==> src/rtl/core/pdb_pkg.sv <==
// ----------------------------------------------------------------------------
// pdb_pkg
// shared widths, reset values, register indexes and types of the balancer
// ----------------------------------------------------------------------------
package pdb_pkg;

    // parameter defaults
    localparam int DUTY_MAX_DEF       = 1023;
    localparam int GAIN_FRAC_BITS_DEF = 8;
    localparam int SUM_WIDTH_DEF      = 48;

    // fixed field widths
    localparam int GAIN_W     = 16;
    localparam int COUNT_W    = 32;
    localparam int ERR_W      = COUNT_W + 1;
    localparam int DERIV_W    = ERR_W + 1;
    localparam int DUTY_W     = 10;
    localparam int CTRL_W     = 32;
    localparam int DRIVE_W    = CTRL_W + 2;
    localparam int ACC_W      = 64;
    localparam int CFG_IDX_W  = 2;
    localparam int CFG_DATA_W = 16;

    // integral product is held within +-2^62
    localparam int PROD_LIMIT_EXP = 62;

    // register reset values
    localparam logic signed [GAIN_W-1:0] PROP_GAIN_RST  = 16'sd256;
    localparam logic signed [GAIN_W-1:0] DERIV_GAIN_RST = 16'sd0;
    localparam logic signed [GAIN_W-1:0] INTEG_GAIN_RST = 16'sd0;
    localparam logic [DUTY_W-1:0]        BASE_DUTY_RST  = 10'd512;

    typedef enum logic [CFG_IDX_W-1:0] {
        REG_PROP_GAIN  = 2'd0,
        REG_DERIV_GAIN = 2'd1,
        REG_INTEG_GAIN = 2'd2,
        REG_BASE_DUTY  = 2'd3
    } cfg_reg_t;

    // h-bridge duty pair of one motor
    typedef struct packed {
        logic [DUTY_W-1:0] rev;
        logic [DUTY_W-1:0] fwd;
    } duty_pair_t;

endpackage

==> src/rtl/core/pdb_drive_split.sv <==
// ----------------------------------------------------------------------------
// pdb_drive_split
// clamps a signed motor drive and splits it into a forward/reverse duty pair
// ----------------------------------------------------------------------------
module pdb_drive_split #(
    parameter int DUTY_MAX = pdb_pkg::DUTY_MAX_DEF
) (
    input  logic signed [pdb_pkg::DRIVE_W-1:0] drive_i,
    output pdb_pkg::duty_pair_t                duty_o
);
    import pdb_pkg::*;

    localparam logic signed [DRIVE_W-1:0] LIMIT = DRIVE_W'(DUTY_MAX);

    logic signed [DRIVE_W-1:0] clamped;
    logic signed [DRIVE_W-1:0] magnitude;

    always_comb begin
        clamped = drive_i;
        if (drive_i > LIMIT) begin
            clamped = LIMIT;
        end else if (drive_i < -LIMIT) begin
            clamped = -LIMIT;
        end

        magnitude = clamped[DRIVE_W-1] ? -clamped : clamped;

        // zero drive leaves both channels off
        duty_o = '0;
        if (clamped[DRIVE_W-1]) begin
            duty_o.rev = magnitude[DUTY_W-1:0];
        end else if (clamped != '0) begin
            duty_o.fwd = magnitude[DUTY_W-1:0];
        end
    end

endmodule

==> config.mk <==
export PLATFORM = sky130hd
export DESIGN_NAME = pdb_drive_split
export DESIGN_NICKNAME = d
export VERILOG_FILES = /design/src/rtl/core/pdb_pkg.sv /design/src/rtl/core/pdb_drive_split.sv
export SDC_FILE = /design/constraint.sdc
export NUM_CORES = 1
export LEC_CHECK = 0
export BUFFER_PORTS_ARGS = -buffer_cell sky130_fd_sc_hd__clkbuf_2
export CORE_UTILIZATION = 39
export DETAILED_ROUTE_END_ITERATION = 10
export GPL_ROUTABILITY_DRIVEN = 0
export PLACE_DENSITY = 0.85
export REMOVE_ABC_BUFFERS = 1
export SYNTH_ARGS = -nofsm -noshare
export SYNTH_HDL_FRONTEND = slang
export SYNTH_SLANG_ARGS = --single-unit
==> constraint.sdc <==
create_clock -name vclk -period 4.75
set_input_delay 0.2375 -clock vclk [all_inputs]
set_output_delay 0.2375 -clock vclk [all_outputs]
set_load 0.02 [all_outputs]
==> flow_summary.json, run 1 <==
{
  "yosysWarnings": 0,
  "seqPwrFrac_pct": 0,
  "ios": 54,
  "synth_mux_area_share_pct": 0,
  "status": "completed",
  "gr-usage-met3_pct": 1.14,
  "track_usage_pct": 24.5,
  "worst_ir_drop_vdd_mv": 0.0417,
  "slew_headroom_pct": 54.5,
  "final_layout_size_suffix_gt1_share_pct": 41.8,
  "grt_busiest_layer": "met2",
  "syn_area_per_cell_sq_um": 6.01,
  "total_leakage_power_nw": 0.381,
  "ant_nets": 0,
  "p_per_area_mw_per_mm2": 86.6,
  "arrival_ns": 3.62,
  "drv_slew": 0,
  "final_util_pct": 62.4,
  "synth_top_family_by_area": "simple AND/OR/NAND/NOR gates",
  "wl_per_cell_um": 12.0,
  "grt_pass1_wl_um": 2770,
  "layout-area-overhead-vs-synth_pct": 48.6,
  "die_h_um": 39.7,
  "hpwlAfterDp_um": 1530,
  "p_clk_share_pct": 0,
  "crit_type": "input pin to output pin",
  "cp-end-kind": "output pin",
  "worstMarginPinSlew_ns": 0.678,
  "ctsHoldBuffers": 0,
  "intPower_mw": 0.0274,
  "finalNetCount": 179,
  "min_path_type": "input pin to output pin",
  "insertedDiodeCount": 0,
  "die_w_um": 39.7,
  "hold_viol_final": 0,
  "coreArea_sq_mm": 0.00132,
  "synth-seq-area-share_pct": 0,
  "critPathLaunchType": "input pin",
  "drcViolationCount": 0,
  "regArea_sq_um": 0,
  "overflow": 0,
  "initial_core_util_pct": 42.0,
  "synthSimpleGateAreaFrac_pct": 59.5,
  "post-route-period-util_pct": 81.3,
  "ys_types": 30,
  "synth_compound_area_share_pct": 24.7,
  "whs_ns": 0.826,
  "via_count": 881,
  "crit_path_max_fanout": 10,
  "clkbuf_count": 0,
  "nFlopsAndLatches": 0,
  "syn_area_sq_um": 553,
  "use_met2_pct": 43.9,
  "dr.pass1.iters": 4,
  "port-buffer-count": 54,
  "combPwrFrac_pct": 100.0,
  "p_switching_mw": 0.0438,
  "tns_ns": 0,
  "layout_min_cycle_time_ns": 3.86,
  "setup-violations-final": 0,
  "synthAdderAreaFrac_pct": 4.52,
  "rsz0062_at_grt": "no",
  "ctsResizeCount": 0,
  "routed_wl_um": 1870,
  "netlist_instances": 92,
  "antenna_found_initial": 0,
  "die-area_sq_mm": 0.00157,
  "grt_max_degree": 14,
  "grt_pass1_vias": 689,
  "rows": 13,
  "fmaxAchievable_mhz": 259,
  "viasPerCell": 5.65,
  "postCtsSetupRepairBufs": 0,
  "crit_required_ns": 4.51,
  "synth_xor_area_share_pct": 6.33,
  "first_iter_violations": 24,
  "max_cap_viol_count": 0,
  "grt_util_met1_pct": 32.3,
  "swShare_pct": 61.5
}
-- cells by family (layout without fill, tap and decap cells) --
logic type                 after synthesis  in the layout
and+or+nand+nor                         61             61
AOI/OAI and AO/OA                       18             18
buffers and inverters                    7             56
xor gates and xnor gates                 4              4
adders and majority gates                2              2
-- area by class of cell --
type,instances,area [sq um]
multi-input cells,85,526
inverters,2,7.51
fillers,133,495
repair buffers,54,270
well taps,15,18.8
-- layer usage --
layer  wire length [um]  part of all wire, %
met1                829                   44
met5                  0                    0
met2                895                   48
met4                 16                 0.86
met3                126                  6.7
-- worst max-delay path: stages --
cell	delay (ns)
clkbuf_2	0.09
nand4_1	0.09
or4_1	0.52
nor3_1	0.19
o31ai_1	0.10
ha_1	0.45
inv_1	0.19
a21oi_1	0.18
ha_1	0.29
or4b_4	0.54
o21ai_0	0.18
nand3_1	0.11
a211oi_1	0.24
clkbuf_2	0.20
-- synth_stat cells (2+ instances only) --
library cell	instances	area (sq um)
a211oi_1	4	30.0
or3_4	2	22.5
nand2_1	23	86.3
clkbuf_1	4	15.0
o21ai_0	3	15.0
nand4_1	7	43.8
nor3_1	9	45.0
o31ai_1	2	15.0
or3_1	2	12.5
inv_1	2	7.51
a21oi_1	3	15.0
nor4_1	8	50.1
nor2_1	3	11.3
xor2_1	3	26.3
ha_1	2	25.0
-- cells in the final DEF (no fill, tap or decap) --
cell type / Yosys / final
a2111oi_4: 1 / 1
a211oi_1: 4 / 4
a21oi_1: 3 / 3
a31oi_1: 1 / 1
clkbuf_2: 1 / 54
ha_1: 2 / 2
inv_1: 2 / 2
nand2_1: 23 / 23
nand2b_1: 1 / 1
nand3_1: 1 / 1
nand4_1: 7 / 7
nor2_1: 3 / 3
nor2b_1: 1 / 1
nor3_1: 9 / 9
nor3b_1: 1 / 1
nor4_1: 8 / 8
o211ai_1: 1 / 1
o21a_1: 1 / 1
o21ai_0: 3 / 3
o21ai_1: 1 / 1
o21bai_1: 1 / 1
o31ai_1: 2 / 2
or3_1: 2 / 2
or3_4: 2 / 2
or4_1: 1 / 1
or4_4: 1 / 1
or4b_4: 1 / 1
xnor2_1: 1 / 1
xor2_1: 3 / 3
-- final timing paths --
kind / from / end / slack [ns] / cells past startpoint
max: drive_i[10] / duty_o[18] / 0.89 / 14
min: drive_i[7] / duty_o[7] / 0.83 / 4
-- stage by stage --
step                      setup slack [ns]  cell area (sq um)  instances  total power, mW
after floorplan                       1.11                533         87           0.0365
after global placement               0.990                822        156           0.0691
after detailed placement             0.886                822        156           0.0704
after CTS                            0.896                822        156           0.0707
after global routing                 0.680                822        156           0.0777
final                                0.889                822        156           0.0712
-- power by group through the flow --
stage          Sequential, mW  Clock (mW)  Combinational, mW
2_1_floorplan               0           0             0.0365
3_3_place_gp                0           0             0.0691
3_5_place_dp                0           0             0.0704
4_1_cts                     0           0             0.0707
5_1_grt                     0           0             0.0777
6_report                    0           0             0.0712
Power figures use the tool's default switching activity.
==> inputs of run 2 (changes only) <==
Clock period 4.75 ns to 3.58 ns, I/O delays scaled along.
==> flow_summary.json, run 2 (synthesis gave the netlist of run 1 again) <==
{
  "status": "completed",
  "p_per_area_mw_per_mm2": 113,
  "final_layout_size_suffix_gt1_share_pct": 43.1,
  "ctsHoldBuffers": 0,
  "grt_max_degree": 14,
  "final_cell_mix": "54 x clkbuf_2, 23 x nand2_1, 9 x nor3_1",
  "finalNetCount": 182,
  "routed_wl_um": 1820,
  "viasPerCell": 5.51,
  "crit_required_ns": 3.40,
  "coreArea_sq_mm": 0.00132,
  "regArea_sq_um": 0,
  "ios": 54,
  "max_cap_viol_count": 0,
  "port-buffer-count": 54,
  "worstMarginPinSlew_ns": 0.692,
  "nFlopsAndLatches": 0,
  "hold_viol_final": 0,
  "clkbuf_count": 0,
  "postLayoutCellArea_sq_um": 845,
  "total_leakage_power_nw": 0.396,
  "initial_core_util_pct": 42.0,
  "ctsResizeCount": 0,
  "postCtsSetupRepairBufs": 0,
  "multi_input_area_sq_um": 526,
  "critPathLaunchType": "input pin",
  "grt_pass1_vias": 676,
  "dpl_worst_slack_ns": 0.185,
  "die-area_sq_mm": 0.00157,
  "crit_path_max_fanout": 5,
  "insertedDiodeCount": 0,
  "ant_nets": 0,
  "layout_commonest_cell": "clkbuf_2",
  "crit_type": "input pin to output pin",
  "drcViolationCount": 0,
  "worst_ir_drop_vdd_mv": 0.0659,
  "die_w_um": 39.7,
  "antenna_found_initial": 0,
  "layout_min_cycle_time_ns": 3.42,
  "fmaxAchievable_mhz": 292,
  "arrival_ns": 3.24,
  "overflow": 0,
  "first_iter_violations": 12,
  "via_count": 876,
  "placed_area_sq_um": 845,
  "rsz0062_at_grt": "no",
  "die_h_um": 39.7,
  "cp-end-kind": "output pin",
  "wl_per_cell_um": 11.4,
  "whs_endpoint": "duty_o[7]",
  "min_from": "drive_i[7]",
  "setup-violations-final": 0,
  "hpwlAfterDp_um": 1490,
  "dr.pass1.iters": 4,
  "nFillCells": 128,
  "post-route-period-util_pct": 95.6,
  "tns_ns": 0,
  "min_path_type": "input pin to output pin",
  "grt_pass1_wl_um": 2750,
  "layout-area-overhead-vs-synth_pct": 52.7,
  "setup_ws_ns": 0.158,
  "rows": 13,
  "slew_headroom_pct": 53.6,
  "whs_path_depth": 4,
  "track_usage_pct": 24.3,
  "drv_slew": 0
}
[run 2: cell count changes in the layout (fill, tap and decap cells not counted), sizes merged]
cell  delta
buf      +3
[run 2: layer usage]
metal	part of all wire (%)	up-vias	global-route usage [%]
met4	0	0	6.03
met2	47	34	39.3
li1	-	461	-
met5	0	-	0
met1	48	381	34.7
met3	5.4	0	0.568
[run 2: final cells by class]
type	instances	share of cell area, %
timing repair buffer	57	34.7
inverter	2	0.889
multi-input combinational	85	62.2
tap	15	2.22
[run 2: metrics by stage]
stage | utilization [%] | total power, mW | hold WS, ns | cells
final | 64.1 | 0.0958 | 0.706 | 159
after global routing | 64.1 | 0.105 | 0.738 | 159
after CTS | 64.1 | 0.0953 | 0.710 | 159
after detailed placement | 64.1 | 0.0947 | 0.708 | 159
after global placement | 64.1 | 0.0939 | 0.701 | 159
after floorplan | - | 0.0484 | 0.524 | 87
[run 2: worst max-delay path by stage]
stage | endpoint | slack, ns | startpoint
after global routing | duty_o[18] | 0.05 | drive_i[10]
after detailed placement | duty_o[18] | 0.19 | drive_i[6]
after CTS | duty_o[18] | 0.18 | drive_i[6]
final | duty_o[18] | 0.16 | drive_i[6]
after floorplan | duty_o[18] | 0.06 | drive_i[10]
after global placement | duty_o[18] | 0.25 | drive_i[6]
[run 2: worst max-delay path, stage by stage]
cell and delay, ns:
clkbuf_2 0.11, or3_4 0.40, or3_4 0.35, o31ai_1 0.24, ha_1 0.32, nor3_1 0.20
ha_1 0.20, or4b_4 0.51, o21ai_0 0.16, nand3_1 0.10, a211oi_1 0.26, clkbuf_2 0.21
[run 2: where the power goes]
part / switching (mW) / internal [mW] / total, mW
clock: 0 / 0 / 0
sequential: 0 / 0 / 0
combinational: 0.0580 / 0.0379 / 0.0958
==> inputs of run 3 (changes only) <==
Settings changed: CORE_MARGIN set to 2.
==> flow_summary.json, run 3 (synthesis gave the netlist of run 1 again) <==
{
  "status": "completed",
  "die_w_um": 41.7,
  "port-buffer-count": 54,
  "slew_headroom_pct": 54.1,
  "finalNetCount": 183,
  "routed_wl_um": 1870,
  "insertedDiodeCount": 0,
  "track_usage_pct": 19.2,
  "layout_commonest_cell": "clkbuf_2",
  "die-area_sq_mm": 0.00174,
  "ant_nets": 0,
  "crit_required_ns": 3.40,
  "setup-violations-final": 0,
  "grt_busiest_layer": "met2",
  "final_cell_mix": "54 x clkbuf_2, 23 x nand2_1, 9 x nor3_1",
  "crit_slowest_cell": "or4_1",
  "instances_no_fill": 160,
  "total_leakage_power_nw": 0.401,
  "critPathMaxStageDelay_ns": 0.54,
  "dpl_worst_slack_ns": 0.173,
  "drv_slew": 0,
  "dr.pass1.iters": 4,
  "worst_ir_drop_vdd_mv": 0.0730,
  "antenna_found_initial": 0,
  "cp-end-kind": "output pin",
  "gr-usage-met3_pct": 0.435,
  "initial_core_util_pct": 42.0,
  "grt_max_degree": 14,
  "placed_area_sq_um": 845,
  "final_layout_size_suffix_gt1_share_pct": 43.4,
  "overflow": 0,
  "via_count": 896,
  "ctsResizeCount": 0,
  "ios": 54,
  "ctsHoldBuffers": 0,
  "grt_util_met1_pct": 29.6,
  "nFlopsAndLatches": 0,
  "rows": 13,
  "crit_type": "input pin to output pin",
  "grt_pass1_wl_um": 2860,
  "grt_pass1_vias": 683,
  "drcViolationCount": 0,
  "p_per_area_mw_per_mm2": 114,
  "arrival_ns": 3.27,
  "max_cap_viol_count": 0,
  "min_path_type": "input pin to output pin",
  "postLayoutCellArea_sq_um": 852,
  "layout-area-overhead-vs-synth_pct": 54.1,
  "die_h_um": 41.7,
  "worstPathCellList": "clkbuf_2, nand4_1, or4_1, nor3_1, o31ai_1, ha_1, inv_1, a21oi_1, ha_1, or4b_4, o21ai_0, nand3_1, a211oi_1, clkbuf_2",
  "wl_per_cell_um": 11.7,
  "tns_ns": 0,
  "post-route-period-util_pct": 96.4,
  "dp.cells": 159,
  "regArea_sq_um": 0,
  "layout_min_cycle_time_ns": 3.45,
  "crit_path_max_fanout": 5,
  "first_iter_violations": 15,
  "final_util_pct": 64.7,
  "fmaxAchievable_mhz": 290,
  "critPathLaunchType": "input pin",
  "use_met2_pct": 30.9,
  "hpwlAfterDp_um": 1570,
  "clkbuf_count": 0,
  "setup_ws_ns": 0.130,
  "viasPerCell": 5.60,
  "hold_viol_final": 0,
  "worstMarginPinSlew_ns": 0.684,
  "coreArea_sq_mm": 0.00132
}
-- run 3: changes by cell type in the layout (fill, tap and decap cells not counted) --
cell   change
buf_4      +1
-- run 3: what timing repair did --
| action | 4_1_cts | 5_1_grt |
|---|---|---|
| endpoints found under the setup margin | 0 | 3 |
| endpoints found under the hold margin | 0 | 0 |
| setup buffers | 0 | 1 |
-- run 3: stage by stage --
step	power, mW	hold slack, ns
2_1_floorplan	0.0484	0.524
3_3_place_gp	0.0939	0.706
3_5_place_dp	0.0954	0.703
4_1_cts	0.0956	0.706
5_1_grt	0.105	0.726
6_report	0.0970	0.706
-- run 3: worst max-delay path, delay by kind of cell --
family / cells / cell delay, ns
and+or+nand+nor: 5 / 1.47
AOI/OAI and AO/OA: 4 / 0.69
adders and majority gates: 2 / 0.55
buffers and inverters: 3 / 0.38
-- run 3: final timing paths --
path / slack, ns / from / depth (start not counted) / endpoint
worst max-delay path: 0.13 / drive_i[10] / 14 / duty_o[18]
worst min-delay path: 0.71 / drive_i[9] / 4 / duty_o[9]
-- run 3: layer usage --
| layer | vias up | routed length, um |
|---|---|---|
| li1 | 467 | - |
| met1 | 382 | 878 |
| met2 | 45 | 853 |
| met3 | 2 | 131 |
| met4 | 0 | 6 |
| met5 | - | 0 |
-- run 3: final cells by class --
cell class / instances / area, sq um
Fill cell: 128 / 465
Tap cell: 15 / 18.8
Timing Repair Buffer: 58 / 300
Inverter: 2 / 7.51
Multi-Input combinational cell: 85 / 526
-- run 3: power breakdown --
part / switching (mW) / total (mW) / internal [mW]
Sequential: 0 / 0 / 0
Combinational: 0.0584 / 0.0970 / 0.0386
Clock: 0 / 0 / 0
Total: 0.0584 / 0.0970 / 0.0386
